===== src/hdl/neighbour_proximity_table_defines.svh =====
// ----------------------------------------------------------------------------
// neighbour proximity table assertion macros
// shared property forms for the table's concurrent checks
// ----------------------------------------------------------------------------
`ifndef NEIGHBOUR_PROXIMITY_TABLE_DEFINES_SVH
`define NEIGHBOUR_PROXIMITY_TABLE_DEFINES_SVH

// same-cycle implication, checked out of reset
`define NPT_ASSERT_NOW(label, ante, cons, msg) \
    label: assert property (@(posedge clk) disable iff (!rst_n) (ante) |-> (cons)) \
        else $error(msg);

// next-cycle implication, checked out of reset
`define NPT_ASSERT_NEXT(label, ante, cons, msg) \
    label: assert property (@(posedge clk) disable iff (!rst_n) (ante) |=> (cons)) \
        else $error(msg);

`endif


===== src/hdl/npt_pkg.sv =====
`timescale 1ns / 1ps
// ----------------------------------------------------------------------------
// npt_pkg
// types and codes shared by the neighbour proximity table modules
// ----------------------------------------------------------------------------
package npt_pkg;

    typedef struct packed {
        logic              op;
        logic [15:0]       sender_id;
        logic signed [7:0] signal_strength;
        logic [31:0]       now_ticks;
    } item_t;

    typedef struct packed {
        logic [2:0]  event_res;
        logic [3:0]  slot_index;
        logic [15:0] removed_mask;
    } result_t;

    typedef struct packed {
        logic signed [7:0] near_rssi_threshold;
        logic [7:0]        detect_seconds;
        logic [7:0]        absent_seconds;
    } cfg_t;

    typedef struct packed {
        logic [15:0] id;
        logic [31:0] near_since;
        logic [31:0] away_since;
    } entry_t;

    // controller to datapath commands
    typedef struct packed {
        logic load;
        logic rd_en;
        logic decide;
    } dp_cmd_t;

    localparam logic OP_BEACON = 1'b0;
    localparam logic OP_SWEEP  = 1'b1;

    localparam logic [2:0] EV_NONE    = 3'd0;
    localparam logic [2:0] EV_ADDED   = 3'd1;
    localparam logic [2:0] EV_NEAR    = 3'd2;
    localparam logic [2:0] EV_REPORT  = 3'd3;
    localparam logic [2:0] EV_AWAY    = 3'd4;
    localparam logic [2:0] EV_REMOVED = 3'd5;
    localparam logic [2:0] EV_FULL    = 3'd6;

    localparam int CFG_IDX_W = 2;
    localparam logic [CFG_IDX_W-1:0] REG_NEAR_RSSI = 2'd0;
    localparam logic [CFG_IDX_W-1:0] REG_DETECT    = 2'd1;
    localparam logic [CFG_IDX_W-1:0] REG_ABSENT    = 2'd2;

    localparam logic signed [7:0] RST_NEAR_RSSI = -8'sd50;
    localparam logic [7:0]        RST_DETECT    = 8'd15;
    localparam logic [7:0]        RST_ABSENT    = 8'd30;

endpackage


===== src/hdl/npt_ctrl.sv =====
`timescale 1ns / 1ps
// ----------------------------------------------------------------------------
// npt_ctrl
// sequencer: load, scan every slot once, decide, then return to idle
// ----------------------------------------------------------------------------
module npt_ctrl #(
    parameter int ENTRIES = 16
) (
    input  logic             clk,
    input  logic             rst_n,
    input  logic             start,
    output logic             busy,
    output npt_pkg::dp_cmd_t cmd
);
    import npt_pkg::*;

    localparam int IW = $clog2(ENTRIES);
    localparam logic [IW-1:0] LAST_IDX = IW'(ENTRIES - 1);

    typedef enum logic [2:0] {
        ST_IDLE,
        ST_SCAN,
        ST_WAIT,
        ST_DECIDE,
        ST_FINISH
    } state_t;

    state_t        state_reg, state_next;
    logic [IW-1:0] cnt_reg, cnt_next;
    dp_cmd_t       cmd_reg, cmd_next;
    logic          load_now;

    always_comb
    begin
        state_next = state_reg;
        cnt_next   = cnt_reg;
        cmd_next   = '0;
        case (state_reg)
            ST_IDLE:
            begin
                if (start)
                begin
                    state_next = ST_SCAN;
                    cnt_next   = '0;
                end
            end
            ST_SCAN:
            begin
                cmd_next.rd_en = 1'b1;
                cnt_next       = cnt_reg + 1'b1;
                if (cnt_reg == LAST_IDX)
                begin
                    state_next = ST_WAIT;
                end
            end
            ST_WAIT:
            begin
                state_next = ST_DECIDE;
            end
            ST_DECIDE:
            begin
                cmd_next.decide = 1'b1;
                state_next      = ST_FINISH;
            end
            ST_FINISH:
            begin
                state_next = ST_IDLE;
            end
            default:
            begin
                state_next = ST_IDLE;
            end
        endcase
    end

    always_ff @(posedge clk or negedge rst_n)
    begin
        if (!rst_n)
        begin
            state_reg <= ST_IDLE;
            cnt_reg   <= '0;
            cmd_reg   <= '0;
        end
        else
        begin
            state_reg <= state_next;
            cnt_reg   <= cnt_next;
            cmd_reg   <= cmd_next;
        end
    end

    // load strobes on the accepting edge, while the item is still presented
    assign load_now = (state_reg == ST_IDLE) && start;

    assign busy       = (state_reg != ST_IDLE);
    assign cmd.load   = load_now;
    assign cmd.rd_en  = cmd_reg.rd_en;
    assign cmd.decide = cmd_reg.decide;

endmodule


===== src/hdl/npt_datapath.sv =====
`timescale 1ns / 1ps
// ----------------------------------------------------------------------------
// npt_datapath
// entry memory, per-slot scan evaluation and the beacon decision
// ----------------------------------------------------------------------------
module npt_datapath #(
    parameter int ENTRIES          = 16,
    parameter int TICKS_PER_SECOND = 128
) (
    input  logic             clk,
    input  logic             rst_n,
    input  npt_pkg::dp_cmd_t cmd,
    input  npt_pkg::cfg_t    cfg,
    input  npt_pkg::item_t   item,
    output logic             done,
    output npt_pkg::result_t result
);
    import npt_pkg::*;

    localparam int IW        = $clog2(ENTRIES);
    localparam int TPS_SHIFT = $clog2(TICKS_PER_SECOND);

    function automatic logic [31:0] secs_diff(input logic [31:0] now_t,
                                              input logic [31:0] then_t);
        return (now_t >> TPS_SHIFT) - (then_t >> TPS_SHIFT);
    endfunction

    entry_t               mem [ENTRIES];
    logic [ENTRIES-1:0]   vld_reg;

    item_t         item_reg;
    logic [IW-1:0] addr_reg;
    entry_t        rd_data_reg;
    logic          rd_vld_reg;
    logic          eval_vld_reg;
    logic [IW-1:0] eval_idx_reg;
    logic          found_reg;
    logic [IW-1:0] match_idx_reg;
    entry_t        match_ent_reg;
    logic          free_found_reg;
    logic [IW-1:0] free_idx_reg;
    logic [15:0]   mask_reg;
    logic          done_reg;
    result_t       result_reg;

    entry_t        rd_ent;
    logic          sweep_hit;
    logic          near_cond;
    logic [31:0]   then_t;
    logic [7:0]    lim;
    logic          expired;
    logic          dec_wr_en;
    logic [IW-1:0] dec_wr_idx;
    entry_t        dec_wr_ent;
    result_t       dec_res;
    logic          wr_en;
    logic [IW-1:0] wr_idx;
    entry_t        wr_ent;

    // slot never written reads as free
    assign rd_ent = rd_vld_reg ? rd_data_reg : '0;

    assign sweep_hit = eval_vld_reg && (item_reg.op == OP_SWEEP)
                    && (rd_ent.id != '0) && (rd_ent.away_since != '0)
                    && (secs_diff(item_reg.now_ticks, rd_ent.away_since)
                        >= {24'd0, cfg.absent_seconds});

    assign near_cond = (item_reg.signal_strength >= cfg.near_rssi_threshold);
    assign then_t    = near_cond ? match_ent_reg.near_since : match_ent_reg.away_since;
    assign lim       = near_cond ? cfg.detect_seconds : cfg.absent_seconds;
    assign expired   = (secs_diff(item_reg.now_ticks, then_t) >= {24'd0, lim});

    always_comb
    begin
        dec_wr_en  = 1'b0;
        dec_wr_idx = match_idx_reg;
        dec_wr_ent = match_ent_reg;
        dec_res    = '0;
        if (item_reg.op == OP_SWEEP)
        begin
            dec_res.removed_mask = mask_reg;
            dec_res.event_res    = (mask_reg != '0) ? EV_REMOVED : EV_NONE;
        end
        else if (item_reg.sender_id == '0)
        begin
            dec_res = '0;
        end
        else if (found_reg)
        begin
            dec_res.slot_index = 4'(match_idx_reg);
            dec_wr_en          = 1'b1;
            if (!near_cond)
            begin
                dec_wr_ent.near_since = '0;
                if (match_ent_reg.away_since == '0)
                begin
                    dec_wr_ent.away_since = item_reg.now_ticks;
                    dec_res.event_res     = EV_AWAY;
                end
                else if (expired)
                begin
                    dec_wr_ent           = '0;
                    dec_res.removed_mask = 16'd1 << match_idx_reg;
                    dec_res.event_res    = EV_REMOVED;
                end
            end
            else
            begin
                dec_wr_ent.away_since = '0;
                if (match_ent_reg.near_since == '0)
                begin
                    dec_wr_ent.near_since = item_reg.now_ticks;
                    dec_res.event_res     = EV_NEAR;
                end
                else if (expired)
                begin
                    dec_res.event_res = EV_REPORT;
                end
            end
        end
        else if (near_cond)
        begin
            if (free_found_reg)
            begin
                dec_wr_en             = 1'b1;
                dec_wr_idx            = free_idx_reg;
                dec_wr_ent.id         = item_reg.sender_id;
                dec_wr_ent.near_since = item_reg.now_ticks;
                dec_wr_ent.away_since = '0;
                dec_res.slot_index    = 4'(free_idx_reg);
                dec_res.event_res     = EV_ADDED;
            end
            else
            begin
                dec_res.event_res = EV_FULL;
            end
        end
    end

    // sweep clears happen during the scan, the beacon write at decide
    assign wr_en  = sweep_hit || (cmd.decide && dec_wr_en);
    assign wr_idx = sweep_hit ? eval_idx_reg : dec_wr_idx;
    assign wr_ent = sweep_hit ? entry_t'('0) : dec_wr_ent;

    always_ff @(posedge clk)
    begin
        if (wr_en)
        begin
            mem[wr_idx] <= wr_ent;
        end
        if (cmd.rd_en)
        begin
            rd_data_reg <= mem[addr_reg];
        end
    end

    always_ff @(posedge clk or negedge rst_n)
    begin
        if (!rst_n)
        begin
            vld_reg <= '0;
        end
        else if (wr_en)
        begin
            vld_reg[wr_idx] <= 1'b1;
        end
    end

    always_ff @(posedge clk)
    begin
        if (cmd.load)
        begin
            item_reg <= item;
        end
        if (cmd.rd_en)
        begin
            rd_vld_reg   <= vld_reg[addr_reg];
            eval_idx_reg <= addr_reg;
        end
        if (eval_vld_reg && !found_reg && (rd_ent.id == item_reg.sender_id))
        begin
            match_idx_reg <= eval_idx_reg;
            match_ent_reg <= rd_ent;
        end
        if (eval_vld_reg && !free_found_reg && (rd_ent.id == '0))
        begin
            free_idx_reg <= eval_idx_reg;
        end
        if (cmd.decide)
        begin
            result_reg <= dec_res;
        end
    end

    always_ff @(posedge clk or negedge rst_n)
    begin
        if (!rst_n)
        begin
            addr_reg       <= '0;
            eval_vld_reg   <= 1'b0;
            found_reg      <= 1'b0;
            free_found_reg <= 1'b0;
            mask_reg       <= '0;
            done_reg       <= 1'b0;
        end
        else
        begin
            eval_vld_reg <= cmd.rd_en;
            done_reg     <= cmd.decide;
            if (cmd.load)
            begin
                addr_reg       <= '0;
                found_reg      <= 1'b0;
                free_found_reg <= 1'b0;
                mask_reg       <= '0;
            end
            else
            begin
                if (cmd.rd_en)
                begin
                    addr_reg <= addr_reg + 1'b1;
                end
                if (eval_vld_reg && (item_reg.op == OP_BEACON)
                    && (rd_ent.id == item_reg.sender_id))
                begin
                    found_reg <= 1'b1;
                end
                if (eval_vld_reg && (rd_ent.id == '0))
                begin
                    free_found_reg <= 1'b1;
                end
                if (sweep_hit)
                begin
                    mask_reg <= mask_reg | (16'd1 << eval_idx_reg);
                end
            end
        end
    end

    assign done   = done_reg;
    assign result = result_reg;

endmodule


===== src/hdl/neighbour_proximity_table.sv =====
`timescale 1ns / 1ps
`include "neighbour_proximity_table_defines.svh"
// ----------------------------------------------------------------------------
// neighbour_proximity_table
// neighbour table tracking near and away times per sender, with report,
// removal and sweep events
// ----------------------------------------------------------------------------
//
//  channel   handshake                 payload
//  -------   -----------------------   ---------------------------------
//  item in   start, busy               item   (op, sender, rssi, ticks)
//  result    done (one-cycle strobe)   result (event, slot, removed mask)
//  config    cfg_valid, cfg_ready      cfg_index, cfg_data
//
//  after accept, the scan reads one table slot per cycle through the entry
//  memory read port, then the decide step registers the beacon decision
//  busy is high from the cycle after accept and is already low when done is shown
//  reset clears the configuration to defaults and marks every slot free
//  the result receiver cannot stall; done lasts exactly one cycle
//  configuration is always ready and should only be written while idle
//
module neighbour_proximity_table #(
    parameter int ENTRIES          = 16,
    parameter int TICKS_PER_SECOND = 128
) (
    input  logic                                 clk,
    input  logic                                 rst_n,
    // item channel
    input  logic                                 start,
    output logic                                 busy,
    input  npt_pkg::item_t                       item,
    // result channel
    output logic                                 done,
    output npt_pkg::result_t                     result,
    // configuration channel
    input  logic                                 cfg_valid,
    output logic                                 cfg_ready,
    input  logic [npt_pkg::CFG_IDX_W-1:0]        cfg_index,
    input  logic [7:0]                           cfg_data
);
    import npt_pkg::*;

    cfg_t    cfg_reg;
    dp_cmd_t cmd;

    // configuration registers, one write per handshake
    assign cfg_ready = 1'b1;

    always_ff @(posedge clk or negedge rst_n)
    begin
        if (!rst_n)
        begin
            cfg_reg.near_rssi_threshold <= RST_NEAR_RSSI;
            cfg_reg.detect_seconds      <= RST_DETECT;
            cfg_reg.absent_seconds      <= RST_ABSENT;
        end
        else if (cfg_valid && cfg_ready)
        begin
            case (cfg_index)
                REG_NEAR_RSSI: cfg_reg.near_rssi_threshold <= cfg_data;
                REG_DETECT:    cfg_reg.detect_seconds      <= cfg_data;
                REG_ABSENT:    cfg_reg.absent_seconds      <= cfg_data;
                default:       ; // index past the register list is dropped
            endcase
        end
    end

    // sequencer: load, one slot read per cycle, decide
    npt_ctrl #(
        .ENTRIES (ENTRIES)
    ) u_ctrl (
        .clk   (clk),
        .rst_n (rst_n),
        .start (start),
        .busy  (busy),
        .cmd   (cmd)
    );

    // entry memory, scan evaluation and result register
    npt_datapath #(
        .ENTRIES          (ENTRIES),
        .TICKS_PER_SECOND (TICKS_PER_SECOND)
    ) u_datapath (
        .clk    (clk),
        .rst_n  (rst_n),
        .cmd    (cmd),
        .cfg    (cfg_reg),
        .item   (item),
        .done   (done),
        .result (result)
    );

    // an accepted item must make the block busy on the next cycle
    `NPT_ASSERT_NEXT(a_accept_busy, start && !busy, busy, "accepted item did not raise busy")
    // done is a single-cycle strobe per item
    `NPT_ASSERT_NEXT(a_done_single, done, !done, "done held for more than one cycle")
    // a result only follows a busy period
    `NPT_ASSERT_NOW(a_done_after_busy, done, $past(busy), "done without a preceding busy cycle")
    // removed slots are only reported with the removed event
    `NPT_ASSERT_NOW(a_mask_event, done && (result.removed_mask != 16'd0),
        result.event_res == EV_REMOVED, "removed mask set without removed event")

endmodule

===== config.mk =====
export PLATFORM = sky130hd
export DESIGN_NAME = neighbour_proximity_table
export DESIGN_NICKNAME = d
export VERILOG_FILES = /design/src/hdl/npt_pkg.sv /design/src/hdl/npt_ctrl.sv /design/src/hdl/npt_datapath.sv /design/src/hdl/neighbour_proximity_table.sv
export VERILOG_INCLUDE_DIRS = /design/src /design/src/hdl
export SDC_FILE = /design/constraint.sdc
export NUM_CORES = 2
export LEC_CHECK = 0
export BUFFER_PORTS_ARGS = -buffer_cell sky130_fd_sc_hd__buf_2
export CAP_MARGIN = 5
export CORE_UTILIZATION = 34
export CTS_BUF_LIST = sky130_fd_sc_hd__clkbuf_8
export CTS_CLUSTER_DIAMETER = 200
export CTS_CLUSTER_SIZE = 16
export DETAILED_ROUTE_END_ITERATION = 8
export GPL_TIMING_DRIVEN = 0
export PLACE_DENSITY_LB_ADDON = 0.1
export REMOVE_ABC_BUFFERS = 1
export SETUP_SLACK_MARGIN = 0.2
export SYNTH_ARGS = -nofsm -noshare
export SYNTH_HDL_FRONTEND = slang
export SYNTH_SLANG_ARGS = --single-unit

===== constraint.sdc =====
create_clock -name clk -period 7.6 [get_ports clk]
set_input_delay 0 -clock clk [delete_from_list [all_inputs] [get_ports clk]]
set_output_delay 0 -clock clk [all_outputs]
set_load 0.005 [all_outputs]

==> out/qor.yml <==
outcome:
  outcome: "completed"
die:
  rows: 161
  initial_utilization: 0.3419
  die-height_um: 441.9
  dieArea_um2: 195200
  die_width_um: 441.9
  core_um2: 192400
  io_pins: 97
timing:
  skew_ns: 0.06972
  fmax_mhz: 135.6
  slew_headroom: 0.07284
  post-route-min-period_ns: 7.376
  rsz0062_at_grt: "true"
  final-setup-viol-count: 0
  min_period_over_period: 0.9705
  drv_slew: 0
  tightestPinTransition_ns: 1.378
  hold_viol_final: 0
global_routing:
  grt_max_degree: 54
  grt_pass1_wl_mm: 272.4
  antenna_found_initial: 5
  grt_pass1_vias: 35230
  overflow: 0
  grt_usage: 0.1951
synthesis:
  synth_top_area_frac: 0.6998
  syn_area_um2: 65780
  seq_area_frac_synth: 0.7278
  synth_cell_types: 90
  synth_ff_type: "edfxtp_1"
  ys_warn_count: 0
  synth_seq_cells: 1606
  synthCells: 3394
  synth_largest_area_cell: "edfxtp_1"
  avgSynthCellArea_um2: 19.38
  synth_edf_count: 1533
  synth_most_common_cell: "edfxtp_1"
  ys_top_cells_by_count: "edfxtp_1 (1533), mux4_2 (405), nand2_1 (132), a21oi_1 (121), clkbuf_1 (121)"
  async_flop_share: 0.04545
  synthTopCellsByArea: "edfxtp_1 (70%), mux4_2 (14%), dfrtp_1 (2.3%)"
route:
  vias: 34310
  drc: 0
  drtPass1Iterations: 5
  final_antenna_net_count: 0
  post_drt_via_cell_ratio: 5.434
  wl_per_cell_um: 30.35
  drt_iter0_drc: 3159
  drt-total-wl_mm: 191.7
critical_path:
  path_max_fanout: 40
  slowest_stage: "a2111oi_0"
  startpoint_type: "flop"
  endpoint_kind: "flop"
  arrival_ns: 7.95
  critPathMaxStageDelay_ns: 0.92
  path_cells: "buf_16, and2_1, ha_1, inv_1, fa_1, a211oi_1, o211ai_1, a21oi_1, o21ai_0, mux2i_1, a2111oi_0, and3_1, a31o_4, nand2_2, buf_12, a211oi_2"
  worstSetupPathType: "flop to flop"
  worstPathRequired_ns: 8.17
cts:
  clock_sinks: 1606
  cts_buffers: 110
  clock_path_buffers: 3
  cts_root_buffer: "clkbuf_8"
  clk_pin_slew_ns: 0.12
  clkLatencyLatePin_ns: 0.97
  cts_tree: "done"
  ctsHtreeMaxLevel: 3
placement:
  place_hpwl_mm: 125.0
  globalplace.congestion: 0.8426
  dpl_cell_area_um2: 72130
  dp_cells: 5994
  port_buffers: 95
layout:
  drive_gt1_frac: 0.2481
  stdcell_count: 6315
  finish.instance_area_um2: 75680
  largest_reg_flops: 1280
  postLayoutCoreUtil: 0.3934
  fin_nets: 3900
  fillCellCount: 17240
  syn2layout_area_growth_pct: 15.06
power:
  ir_drop_v: 0.0001761
  power_leakage_nw: 24.34
  p_per_area_nw_per_um2: 328.6
job:
  cap_violations: 0
worst_hold_path:
  hp-class: "input port to flop"
[critical path: cells and delay by family, from the launching register on]
| kind | cells | cell delay, ns |
|---|---|---|
| AOI/OAI and AO/OA | 7 | 3.46 |
| and+or+nand+nor | 3 | 1.19 |
| DFF | 1 | 0.80 |
| buffers and inverters | 3 | 0.66 |
| adders and majority gates | 2 | 0.65 |
| muxes | 1 | 0.15 |
[layout make-up]
class / count / area [um2] / share of cell area
Sequential cell: 1606 / 47900 / 0.6328
Multi-Input combinational cell: 1562 / 17480 / 0.2310
Antenna cell: 4 / 10.01 / 0.0001323
Clock inverter: 36 / 201.4 / 0.002662
Inverter: 69 / 266.5 / 0.003521
Tap cell: 2526 / 3161 / 0.04176
Timing Repair Buffer: 402 / 5151 / 0.06806
Clock buffer: 110 / 1514 / 0.02000
[per-stage QoR]
stage          setup slack [ns]  total power, mW  TNS (ns)  hold slack (ns)
2_1_floorplan            -6.419            18.46  -1786.61          -0.2956
3_3_place_gp             -14.18            20.30         -           0.1770
3_5_place_dp             -1.469            20.94   -912.08         -0.03621
4_1_cts                  0.1609            25.21         0          0.08332
5_1_grt                 -0.1091            26.09    -9.786           0.1231
6_report                 0.2242            24.87         0           0.1741
[what timing repair did]
| item | CTS | global route |
|---|---|---|
| gates resized for setup | 15 | 33 |
| setup endpoints to repair | 814 | 1129 |
| setup buffers | 5 | 9 |
| hold buffers | 154 | 0 |
| hold endpoints to repair | 174 | 0 |
| pin swaps | 3 | 3 |
| gates cloned | 1 | 1 |
[layer usage]
metal / GRT usage / routed length [um]
met1: 0.2817 / 88140
met2: 0.3171 / 91520
met3: 0.02237 / 7633
met4: 0.04364 / 4356
met5: 0 / 0
[power breakdown]
group	internal [mW]	switching [mW]
clock	1.34	2.82
combinational	3.97	4.73
sequential	11.4	0.633
total	16.7	8.19
[cells by family after synthesis]
| family | Yosys count | synth area share |
|---|---|---|
| AO/OA/AOI/OAI | 477 | 0.05046 |
| XOR/XNOR | 45 | 0.006106 |
| adder cells (fa/ha/maj) | 78 | 0.01506 |
| buffers and inverters | 228 | 0.01345 |
| flip-flops | 1606 | 0.7278 |
| multiplexers | 458 | 0.1476 |
| other | 1 | 0.00005701 |
| AND/OR/NAND/NOR | 501 | 0.03945 |
[final timing paths]
check | from | end | slack [ns] | cells after the start
max | u_datapath.rd_vld_reg | u_datapath.mem[0][42] | 0.22 | 16
min | cfg_valid | cfg_reg[16] | 0.17 | 4
min reg2reg | u_datapath.vld_reg[10] | u_datapath.vld_reg[10] | 0.48 | 1
max in group asynchronous | rst_n | cfg_reg[23] | 6.42 | 6
min in group asynchronous | rst_n | u_datapath.mask_reg[3] | 0.62 | 5
max reg2reg | u_datapath.rd_vld_reg | u_datapath.mem[0][42] | 0.22 | 16
[layout by cell type (no fill, tap or decap), drive strengths merged, types with 7 or more instances in the layout]
cell / n
a211oi: 45
a21boi: 30
a21o: 19
a21oi: 122
a22o: 15
a31oi: 8
and2: 87
and3: 19
buf: 249
clkbuf: 110
dfrtp: 60
dfstp: 13
dlygate4sd3: 153
edfxtp: 1533
ha: 76
inv: 101
mux2: 24
mux2i: 29
mux4: 405
nand2: 133
nand2b: 15
nand3: 19
nand4: 24
nor2: 99
nor2b: 9
nor3: 19
nor4: 47
o211ai: 9
o21a: 54
o21ai: 54
o21bai: 22
o22ai: 36
o31ai: 15
or3: 7
xnor2: 27
xor2: 18
Note: power is estimated with default switching activity, not from simulation.
